### src/sv/rdu_pkg.sv
// Shared widths, stage counts and types for the refraction direction unit.
`timescale 1ns / 1ps
`default_nettype none

package rdu_pkg;

	// Field widths
	localparam int COMP_W     = 16;                  // Q2.14 vector components
	localparam int IDX_W      = 15;                  // Q2.13 refractive indices
	localparam int RATIO_W    = 20;                  // Q4.16 index ratio
	localparam int RATIO_FRAC = 16;
	localparam int RATIO_HEAD = RATIO_W - RATIO_FRAC;

	// Ratio divider: restoring, four quotient bits per stage
	localparam int DIV_STG    = 5;
	localparam int DIV_STEPS  = RATIO_W / DIV_STG;

	// Intermediate widths
	localparam int DOT_W      = 34;                  // dot(N,I), Q.28
	localparam int C1_W       = 19;                  // c1, Q.14
	localparam int K_W        = 38;                  // 1 - c1^2, Q.28
	localparam int RSQ_W      = 2 * RATIO_W;         // ratio^2, Q.32
	localparam int NSQ_W      = RSQ_W - RATIO_FRAC;  // ratio^2, Q.16
	localparam int R_W        = 64;                  // radicand, Q.44
	localparam int NC1_W      = 40;                  // n*c1, Q.30
	localparam int NIV_W      = 37;                  // n*I, Q.30
	localparam int T_W        = 42;                  // n*c1 - c2, Q.30
	localparam int TNV_W      = 58;                  // t*N, Q.44
	localparam int V_W        = 59;                  // n*I + t*N, Q.44
	localparam int NIV_SH     = 14;                  // Q.30 -> Q.44
	localparam int C2_SH      = 8;                   // Q.22 -> Q.30
	localparam int OUT_SH     = 30;                  // Q.44 -> Q.14
	localparam int C1_SH      = 14;                  // Q.28 -> Q.14

	// Square root: two root bits per stage
	localparam int ROOT_W     = R_W / 2;
	localparam int SQ_STEPS   = 2;
	localparam int SQ_STG     = ROOT_W / SQ_STEPS;
	localparam int SQ_REM_W   = ROOT_W + 2;

	// Fixed-point ones
	localparam logic signed [K_W-1:0] ONE_Q28 = K_W'(64'sd1 <<< 28);
	localparam logic signed [R_W-1:0] ONE_Q44 = R_W'(64'sd1 <<< 44);

	typedef logic signed [COMP_W-1:0] comp_t;

	// Payload that rides alongside the square root stages
	typedef struct packed {
		logic                         tir;
		logic [NC1_W-1:0]             nc1;
		logic [2:0][NIV_W-1:0]        niv;
		logic [2:0][COMP_W-1:0]       nv;
	} side_t;

endpackage

`default_nettype wire

### src/sv/rdu_div.sv
// Pipelined restoring divider forming the saturated Q4.16 index ratio.
`timescale 1ns / 1ps
`default_nettype none

module rdu_div import rdu_pkg::*; (
	input  wire logic               clk,
	input  wire logic [DIV_STG-1:0] en,
	input  wire logic [IDX_W-1:0]   n1,
	input  wire logic [IDX_W-1:0]   n2,
	output logic [RATIO_W-1:0]      ratio
);

	logic [IDX_W-1:0]   rem_s   [DIV_STG];
	logic [RATIO_W-1:0] quo_s   [DIV_STG];
	logic [RATIO_W-1:0] dbits_s [DIV_STG];
	logic [IDX_W-1:0]   den_s   [DIV_STG];
	logic               ovf_s   [DIV_STG];

	for (genvar g = 0; g < DIV_STG; g++) begin : g_stage
		logic [IDX_W-1:0]   rem_in, den_in, rem_c;
		logic [RATIO_W-1:0] quo_in, db_in, quo_c, db_c;
		logic               ovf_in;
		logic [IDX_W:0]     trial;

		if (g == 0) begin : g_first
			// quotient of 2^20 or more saturates; also covers a zero divisor
			assign ovf_in = ({{RATIO_HEAD{1'b0}}, n1} >= {n2, {RATIO_HEAD{1'b0}}});
			assign rem_in = n1 >> RATIO_HEAD;
			assign db_in  = {n1[RATIO_HEAD-1:0], {RATIO_FRAC{1'b0}}};
			assign quo_in = '0;
			assign den_in = n2;
		end else begin : g_next
			assign ovf_in = ovf_s[g-1];
			assign rem_in = rem_s[g-1];
			assign db_in  = dbits_s[g-1];
			assign quo_in = quo_s[g-1];
			assign den_in = den_s[g-1];
		end

		// four quotient bits, one trial subtract each
		always_comb begin
			rem_c = rem_in;
			quo_c = quo_in;
			db_c  = db_in;
			trial = '0;
			for (int i = 0; i < DIV_STEPS; i++) begin
				trial = {rem_c, db_c[RATIO_W-1]};
				db_c  = db_c << 1;
				if (trial >= {1'b0, den_in}) begin
					rem_c = IDX_W'(trial - {1'b0, den_in});
					quo_c = {quo_c[RATIO_W-2:0], 1'b1};
				end else begin
					rem_c = trial[IDX_W-1:0];
					quo_c = {quo_c[RATIO_W-2:0], 1'b0};
				end
			end
		end

		always_ff @(posedge clk) begin
			if (en[g]) begin
				rem_s[g]   <= rem_c;
				quo_s[g]   <= quo_c;
				dbits_s[g] <= db_c;
				den_s[g]   <= den_in;
				ovf_s[g]   <= ovf_in;
			end
		end
	end

	assign ratio = ovf_s[DIV_STG-1] ? '1 : quo_s[DIV_STG-1];

endmodule

`default_nettype wire

### config.mk
export PLATFORM = sky130hd
export DESIGN_NAME = rdu_div
export DESIGN_NICKNAME = d
export VERILOG_FILES = /design/src/sv/rdu_pkg.sv /design/src/sv/rdu_div.sv
export SDC_FILE = /design/constraint.sdc
export NUM_CORES = 1
export LEC_CHECK = 0
export BUFFER_PORTS_ARGS = -buffer_cell sky130_fd_sc_hd__buf_2
export CORE_ASPECT_RATIO = 1.1
export CORE_MARGIN = 10
export CORE_UTILIZATION = 40
export CTS_BUF_LIST = sky130_fd_sc_hd__clkbuf_4
export DETAILED_ROUTE_END_ITERATION = 8
export PLACE_DENSITY = 0.64
export REMOVE_ABC_BUFFERS = 1
export SLEW_MARGIN = 0
export SYNTH_ARGS = -nofsm -noshare
export SYNTH_HDL_FRONTEND = slang
export SYNTH_SLANG_ARGS = --single-unit
### constraint.sdc
create_clock -name clk -period 14.1 [get_ports clk]
set_clock_uncertainty 0.05 [all_clocks]
set_input_delay 1.41 -clock clk [delete_from_list [all_inputs] [get_ports clk]]
set_output_delay 1.41 -clock clk [all_outputs]
set_load 0.1 [all_outputs]
==> results.yml <==
layout:
  final_cell_area_sq_um: 22900
  nNetsFinal: 2797
  mostFrequentLayoutCells: "295 x ha_1, 228 x a21oi_1, 185 x edfxtp_1"
  stdcell_count: 3154
  area_growth_pct: 6.14
  drive_gt1_share_pct: 12.1
  final_common_cell: "ha_1"
routing:
  wire_per_inst_microns: 18.1
  first_iter_violations: 1222
  vias: 18200
  wl_mm: 57.1
  vias_per_cell: 5.78
  drc: 0
  ant_nets: 0
  drt_first_pass_iters: 6
placed_design:
  port_buffers: 55
  placed_cells: 3121
  place_congestion: 0.899
  place_area_sq_um: 22600
  hpwl_mm: 47.2
synthesis:
  ys_types: 85
  netlist_area_sq_um: 21600
  synth_largest_area_cell: "edfxtp_1"
  synth.yosys.warnings: 0
  ys.flop_type: "edfxtp_1"
  ys_async_sr_fraction_pct: 0
  ys_seq_area_share_pct: 25.8
  netlist_instances: 2415
  yosysTopAreaCellShare_pct: 25.8
  yosys-top-cells-area: "edfxtp_1 26%, ha_1 17%, mux2_2 7.3%, xnor2_1 5.5%, a21oi_1 5.3%"
  ys_ff_latch: 185
  synth-edff-count: 185
  avgSynthCellArea_sq_um: 8.93
timing:
  holdWs_ns: 0.369
  finalSetupViolations: 0
  fin_setup_tns_ns: 0
  fin_crit_ns: 12.21
  worst_pin_slew_ns: 1.10
  final_max_slew_viol_count: 0
  hold_viol: 0
  rsz0062_at_grt: "no"
  fin_crit_sh_pct: 86.6
  fmax_ghz: 0.0819
  relSlewSlack_pct: 26.4
global_route:
  grt_pass1_wl_mm: 91.0
  grt_usage_pct: 17.7
  grt_pass1_vias: 17700
  grt.overflow.total: 0
  grt_max_degree: 48
  antenna_found_initial: 2
clocking:
  clk_latency_ns: 0.69
  cts_made_buffers: 17
  hold_buffers: 0
  cts_tree: "done"
  cts_buffer_depth: 2
  cts_sinks: 185
  cts-root-buf: "clkbuf_4"
  htree_levels: 4
  clk_pin_slew_ns: 0.16
  cts_setup_buffers: 0
  cts-resized-gates: 0
run:
  drv_cap: 0
critical_path:
  startpoint_type: "register"
  cp_max_fo: 22
  arrival_ns: 12.62
  cpPeakStageDelay_ns: 0.77
  crit_top_cell: "mux2_2"
  critPathKind: "register to register"
  cp_data_required_time_ns: 14.51
  cpMaxStageDelayCell: "o21ai_2"
  critPathCaptureType: "register"
floorplanning:
  die_area_sq_um: 63600
  die_h_microns: 263
  start_util_pct: 40.3
  pin_count: 56
  coreArea_sq_um: 53500
  num_rows: 89
  die_w_microns: 241
outcome:
  outcome: "finished clean"
worst_hold_path:
  min_path_type: "register to register"
==> cells in the mapped netlist (29+ instances only) <==
cell type / number
a21o_1: 79
a21oi_1: 228
edfxtp_1: 185
ha_1: 295
inv_1: 157
mux2_2: 140
nand2_1: 158
nand2b_1: 40
nand3_1: 43
nand4_1: 29
nor2_1: 163
nor2b_1: 37
nor3_1: 50
o21a_1: 46
o21ai_0: 156
or2_2: 34
xnor2_1: 136
xor2_1: 69
==> worst max-delay path: cells and delay by family (launching register included) <==
kind / cells / cell delay, ns
compound gates: 16 / 5.57
fa+ha+maj: 4 / 1.38
buf+inv: 4 / 1.18
flops: 1 / 0.64
mux: 4 / 1.55
simple gates: 5 / 1.59
==> cell families after synthesis <==
group	Yosys count	share of synthesized area, %
adders and majority gates	303	17.9
xor gates and xnor gates	205	8.33
and+or+nand+nor	643	14.6
buffers and inverters	198	3.59
AOI/OAI and AO/OA	722	21.5
muxes	159	8.36
DFF	185	25.8
==> flip-flops by register name (all words and copies together), names as in the netlist <==
| register | flops |
|---|---|
| den_s | 60 |
| ovf_s | 5 |
| rem_s | 60 |
| quo_s | 60 |
==> per-stage QoR <==
stage          utilization (%)  setup slack [ns]
5_1_grt                   42.8              1.07
3_5_place_dp              42.2              1.44
2_1_floorplan                -              2.57
6_report                  42.8              1.89
4_1_cts                   42.8              1.92
3_3_place_gp              42.2              1.83
==> layout make-up <==
| type | count | area, sq um |
|---|---|---|
| fill | 5189 | 30600 |
| clock inverter | 13 | 183 |
| clock buffer | 19 | 143 |
| multi-input combinational | 2032 | 15200 |
| tap | 682 | 853 |
| timing repair buffer | 57 | 290 |
| antenna | 1 | 2.50 |
| sequential | 185 | 5560 |
| inverter | 165 | 622 |
==> worst paths after layout <==
path / cells past startpoint / endpoint / from / slack [ns]
worst min-delay path: 0 / quo_s[0][68] / quo_s[0][44] / 0.37
worst min register to register: 0 / quo_s[0][68] / quo_s[0][44] / 0.37
worst max register to register: 33 / rem_s[0][40] / den_s[0][15] / 1.89
worst max-delay path: 33 / rem_s[0][40] / den_s[0][15] / 1.89
==> layer usage <==
| layer | up-vias | track usage [%] | wire, microns |
|---|---|---|---|
| met5 | - | 0 | 13 |
| met4 | 2 | 6.75 | 1760 |
| met3 | 104 | 2.65 | 2220 |
| met2 | 413 | 30.2 | 27600 |
| met1 | 8590 | 21.9 | 25500 |
| li1 | 9113 | - | - |
Power is left out: the tool's default activity adds up to more than one toggle a clock period on the data nets, which glitch-free logic cannot reach.
