`config.mk`:
```
export PLATFORM = sky130hd
export DESIGN_NAME = rdu_sqrt
export DESIGN_NICKNAME = d
export VERILOG_FILES = /design/src/sv/rdu_pkg.sv /design/src/sv/rdu_sqrt.sv
export SDC_FILE = /design/constraint.sdc
export NUM_CORES = 2
export LEC_CHECK = 0
export BUFFER_PORTS_ARGS = -buffer_cell sky130_fd_sc_hd__buf_2
export CAP_MARGIN = 0
export CORE_UTILIZATION = 65
export DETAILED_ROUTE_END_ITERATION = 10
export PLACE_DENSITY = 0.82
export SLEW_MARGIN = 20
export SYNTH_ARGS = -nofsm -noshare
export SYNTH_HDL_FRONTEND = slang
export SYNTH_SLANG_ARGS = --single-unit
```
`constraint.sdc`:
```
create_clock -name clk -period 20.2 [get_ports clk]
set_clock_uncertainty 0.15 [all_clocks]
set_input_delay 5.05 -clock clk [delete_from_list [all_inputs] [get_ports clk]]
set_output_delay 5.05 -clock clk [all_outputs]
set_load 0.1 [all_outputs]
```
`src/sv/rdu_pkg.sv`:
```
// Shared widths, stage counts and types for the refraction direction unit.
`timescale 1ns / 1ps
`default_nettype none

package rdu_pkg;

	// Field widths
	localparam int COMP_W     = 16;                  // Q2.14 vector components
	localparam int IDX_W      = 15;                  // Q2.13 refractive indices
	localparam int RATIO_W    = 20;                  // Q4.16 index ratio
	localparam int RATIO_FRAC = 16;
	localparam int RATIO_HEAD = RATIO_W - RATIO_FRAC;

	// Ratio divider: restoring, four quotient bits per stage
	localparam int DIV_STG    = 5;
	localparam int DIV_STEPS  = RATIO_W / DIV_STG;

	// Intermediate widths
	localparam int DOT_W      = 34;                  // dot(N,I), Q.28
	localparam int C1_W       = 19;                  // c1, Q.14
	localparam int K_W        = 38;                  // 1 - c1^2, Q.28
	localparam int RSQ_W      = 2 * RATIO_W;         // ratio^2, Q.32
	localparam int NSQ_W      = RSQ_W - RATIO_FRAC;  // ratio^2, Q.16
	localparam int R_W        = 64;                  // radicand, Q.44
	localparam int NC1_W      = 40;                  // n*c1, Q.30
	localparam int NIV_W      = 37;                  // n*I, Q.30
	localparam int T_W        = 42;                  // n*c1 - c2, Q.30
	localparam int TNV_W      = 58;                  // t*N, Q.44
	localparam int V_W        = 59;                  // n*I + t*N, Q.44
	localparam int NIV_SH     = 14;                  // Q.30 -> Q.44
	localparam int C2_SH      = 8;                   // Q.22 -> Q.30
	localparam int OUT_SH     = 30;                  // Q.44 -> Q.14
	localparam int C1_SH      = 14;                  // Q.28 -> Q.14

	// Square root: two root bits per stage
	localparam int ROOT_W     = R_W / 2;
	localparam int SQ_STEPS   = 2;
	localparam int SQ_STG     = ROOT_W / SQ_STEPS;
	localparam int SQ_REM_W   = ROOT_W + 2;

	// Fixed-point ones
	localparam logic signed [K_W-1:0] ONE_Q28 = K_W'(64'sd1 <<< 28);
	localparam logic signed [R_W-1:0] ONE_Q44 = R_W'(64'sd1 <<< 44);

	typedef logic signed [COMP_W-1:0] comp_t;

	// Payload that rides alongside the square root stages
	typedef struct packed {
		logic                         tir;
		logic [NC1_W-1:0]             nc1;
		logic [2:0][NIV_W-1:0]        niv;
		logic [2:0][COMP_W-1:0]       nv;
	} side_t;

endpackage

`default_nettype wire

```
`src/sv/rdu_sqrt.sv`:
```
// Pipelined digit-by-digit integer square root with a payload that travels along.
`timescale 1ns / 1ps
`default_nettype none

module rdu_sqrt import rdu_pkg::*; #(
	parameter int SIDE_W = 1
) (
	input  wire logic              clk,
	input  wire logic [SQ_STG-1:0] en,
	input  wire logic [R_W-1:0]    rad_in,
	input  wire logic [SIDE_W-1:0] side_in,
	output logic [ROOT_W-1:0]      root,
	output logic [SIDE_W-1:0]      side_out
);

	logic [SQ_REM_W-1:0] rem_s  [SQ_STG];
	logic [ROOT_W-1:0]   root_s [SQ_STG];
	logic [R_W-1:0]      rad_s  [SQ_STG];
	logic [SIDE_W-1:0]   side_s [SQ_STG];

	for (genvar g = 0; g < SQ_STG; g++) begin : g_stage
		logic [SQ_REM_W-1:0]   rem_in, rem_c;
		logic [ROOT_W-1:0]     root_in, root_c;
		logic [R_W-1:0]        rad_in_g, rad_c;
		logic [SIDE_W-1:0]     side_in_g;
		logic [SQ_REM_W+1:0]   cur, trial;

		if (g == 0) begin : g_first
			assign rem_in    = '0;
			assign root_in   = '0;
			assign rad_in_g  = rad_in;
			assign side_in_g = side_in;
		end else begin : g_next
			assign rem_in    = rem_s[g-1];
			assign root_in   = root_s[g-1];
			assign rad_in_g  = rad_s[g-1];
			assign side_in_g = side_s[g-1];
		end

		// bring down two radicand bits, try root*4+1
		always_comb begin
			rem_c  = rem_in;
			root_c = root_in;
			rad_c  = rad_in_g;
			cur    = '0;
			trial  = '0;
			for (int i = 0; i < SQ_STEPS; i++) begin
				cur   = {rem_c, rad_c[R_W-1 -: 2]};
				rad_c = rad_c << 2;
				trial = {2'b00, root_c, 2'b01};
				if (cur >= trial) begin
					rem_c  = SQ_REM_W'(cur - trial);
					root_c = {root_c[ROOT_W-2:0], 1'b1};
				end else begin
					rem_c  = cur[SQ_REM_W-1:0];
					root_c = {root_c[ROOT_W-2:0], 1'b0};
				end
			end
		end

		always_ff @(posedge clk) begin
			if (en[g]) begin
				rem_s[g]  <= rem_c;
				root_s[g] <= root_c;
				rad_s[g]  <= rad_c;
				side_s[g] <= side_in_g;
			end
		end
	end

	assign root     = root_s[SQ_STG-1];
	assign side_out = side_s[SQ_STG-1];

endmodule

`default_nettype wire

```
==> qor.csv <==
stage,metric,value,unit
synthesis,synth_edf_count,1255,
global_routing,grt_start_max_net_pins,72,
die,core,122000,um2
drt,wl_per_cell,21.6,um
synthesis,syn_inst,7936,
timing,fmaxAchievable,0.117,GHz
timing,tightest_slew,1.16,ns
placed_design,placed_cell_area,82600,um2
power_and_ir_drop,p_leak,34.4,nW
worst_setup_path,r2r-start,rad_s[1][178],
timing,finalHoldViolCount,0,
timing,min_period,8.57,ns
synthesis,synth_top_area_share,46.9,%
global_routing,grt_first_pass_wirelength,330000,um
worst_setup_path,startpoint_type,register,
power_and_ir_drop,power_density,130,nW/um2
layout,finish.instance_area,87300,um2
global_routing,antenna_found_initial,11,
die,start_util,65.8,%
placed_design,io_buffers,114,
global_routing,track_usage,33.2,%
min_path,min_delay_path_depth,0,
timing,fin_setup_tns,0,ns
worst_setup_path,required,20.57,ns
timing,holdWs,0.252,ns
placed_design,place.gp.congestion,0.986,
worst_setup_path,cp-end-kind,register,
global_routing,gr-usage-met1,47.8,%
clock_network,cts_made_buffers,135,
global_routing,grt-ovfl-total,0,
synthesis,yosysWarnings,0,
clock_network,clk_path_buf_depth,3,
synthesis,ys.flop_type,edfxtp_1,
global_routing,met3_usage,5.23,%
die,die_x,354,um
power_and_ir_drop,vdd.ir_drop.worst,0.158,mV
clock_network,root_buffer,clkbuf_16,
timing,period_share,42.4,%
drt,drtIter0Drc,6623,
synthesis,syn_area_per_cell,10.1,um2
synthesis,async_flop_share,0,%
synthesis,synthTopCellsByArea,"edfxtp_1, ha_1, xnor2_1, a21oi_1, nand2_1",
layout,drive_above_1_share,6.37,%
status,status,finished clean,
run,maxCapViolCount,0,
worst_setup_path,worst-r2r-cell-count,26,
drt,first_pass_iters,6,
clock_network,htreeDepth,4,
clock_network,post_cts_resized,0,
worst_setup_path,arrival,8.95,ns
synthesis,ys_seq_area_share,46.9,%
min_path,min_to,rad_s[0][117],
synthesis,yosys-top-cells-count,"edfxtp_1, nand2_1, a21oi_1",
min_path,worstHoldPathType,register to register,
synthesis,yosys.area.top_type,edfxtp_1,
placed_design,hpwl,160000,um
synthesis,ys_ff_latch,1255,
timing,rsz0062_at_grt,no,
worst_setup_path,rr_endpoint,rem_s[1][103],
power_and_ir_drop,finalPower,11.3,mW
drt,ant_nets,0,
timing,relSlewSlack,22.2,%
worst_setup_path,rrSetupSlack,11.63,ns
global_routing,gr-usage-met2,52.1,%
synthesis,syn_area,80300,um2
timing,final_max_slew_viol_count,0,
layout,syn2layout_area_growth,8.60,%
clock_network,cts.sinks,1255,
drt,vias_per_cell,6.38,
die,row_count,128,
clock_network,clock_latency,0.81,ns
clock_network,path_clk_slew,0.06,ns
drt,drcViolationCount,0,
timing,setup_viol,0,
clock_network,post-cts-setup-buffer-count,0,
drt,vias,62300,
clock_network,cts_hold_buf,0,
die,die_height,354,um
synthesis,synth.distinct_cells,93,
die,die-area,125000,um2
worst_setup_path,critPathMaxFanout,41,
synthesis,synth.most_common_cell,edfxtp_1,
die,ios,115,
clock_network,cts_tree,built,
worst_setup_path,path_class,register to register,
global_routing,top_usage_layer,met2,
min_path,holdCritStartpoint,rad_s[0][53],
layout,nets,8678,
drt,routed_wl,211000,um
global_routing,grt_pass1_vias,59500,
==> layout make-up <==
cell class / instances / area (um2)
multi-input combinational: 6013 / 40200
sequential: 1255 / 37700
fill: 8860 / 34900
clock buffer: 157 / 3480
tap: 1625 / 2030
inverter: 480 / 1800
clock inverter: 85 / 1150
timing repair buffer: 153 / 891
antenna: 3 / 7.51
==> routing by layer <==
metal,share of wire [%],routed length [um],vias up
li1,-,-,29500
met1,44,92300,29800
met2,45,95500,2615
met3,8.3,17600,393
met4,2.8,5850,8
met5,0.022,47,-
==> critical path, cell delays in order, from the launching register on <==
cell,delay [ns]
edfxtp_1,0.53
inv_1,0.13
ha_1,0.25
nor2b_1,0.11
o21ai_0,0.13
a21o_1,0.23
a211oi_1,0.48
o2111a_1,0.44
or2_2,0.61
clkinv_1,0.85
o41ai_1,0.79
ha_1,0.39
a21o_1,0.20
a21o_1,0.17
a21oi_1,0.15
o21ai_0,0.14
a21oi_1,0.18
o21ai_0,0.09
a21oi_1,0.13
o21ai_0,0.23
a31oi_1,0.45
nor3b_1,0.34
nor2b_2,0.21
buf_4,0.35
clkinv_1,0.31
nor2_1,0.16
a21oi_1,0.07
==> placed cells by master (no fill, tap or decap), types with 21 or more instances in the layout <==
master     count
a211o_1       21
a211oi_1      51
a21boi_0      25
a21o_1       279
a21oi_1      657
a31o_2        23
a31oi_1       64
and2_1        48
and3_1        67
and4_1        31
buf_2        103
buf_4         50
clkbuf_1      21
clkbuf_16    136
clkinv_1      25
edfxtp_1    1255
ha_1         558
inv_1        471
mux2_2        69
nand2_1      692
nand2b_1     105
nand3_1      172
nand3b_1      34
nand4_1      115
nor2_1       632
nor2b_1      119
nor3_1       196
nor3b_1       34
nor4_1        88
o211ai_1      31
o21a_1        80
o21ai_0      468
o21bai_1      59
o31ai_1       59
o41ai_1       21
or2_2         38
or3_1         77
or4_1         37
xnor2_1      494
xor2_1       285
==> how the worst max path moves through the flow <==
stage                       start            end  slack (ns)  cells past startpoint
finish              rad_s[1][178]  rem_s[1][103]       11.63                     26
global route        rad_s[1][178]  rem_s[1][103]       10.94                     26
CTS                 rad_s[1][178]  rem_s[1][103]       11.73                     26
detailed placement   rem_s[1][87]  rem_s[1][103]       11.82                     24
global placement     rem_s[1][87]  rem_s[1][122]       11.94                     24
floorplan            rem_s[1][87]  rem_s[1][124]       13.74                     26
==> kinds of logic (layout without fill, tap and decap cells) <==
logic type | Yosys count | after routing | synth area share, %
AOI/OAI and AO/OA | 2013 | 2013 | 15.6
muxes | 89 | 89 | 1.22
xor gates and xnor gates | 779 | 779 | 8.49
other | 1 | 6 | 0.00467
and+or+nand+nor | 2570 | 2570 | 15.9
DFF | 1255 | 1255 | 46.9
buffers and inverters | 670 | 875 | 3.16
adders and majority gates | 559 | 559 | 8.70
==> state kept, by name, summed over array words and instances, names as in the netlist <==
register	flops
side_s	16
rem_s	487
rad_s	480
root_s	272
==> power breakdown <==
| part | switching (mW) | internal (mW) |
|---|---|---|
| Clock | 1.10 | 1.47 |
| Combinational | 2.91 | 1.99 |
| Sequential | 0.361 | 3.48 |
| Total | 4.37 | 6.94 |
==> metrics by stage <==
stage / instances / setup WS (ns) / util (%)
finish: 9771 / 11.63 / 71.4
global route: 9768 / 10.94 / 71.4
CTS: 9768 / 11.73 / 71.4
detailed placement: 9526 / 11.82 / 67.6
global placement: 9526 / 11.94 / 67.6
floorplan: 7938 / 13.74 / -
Power figures use the tool's default switching activity.
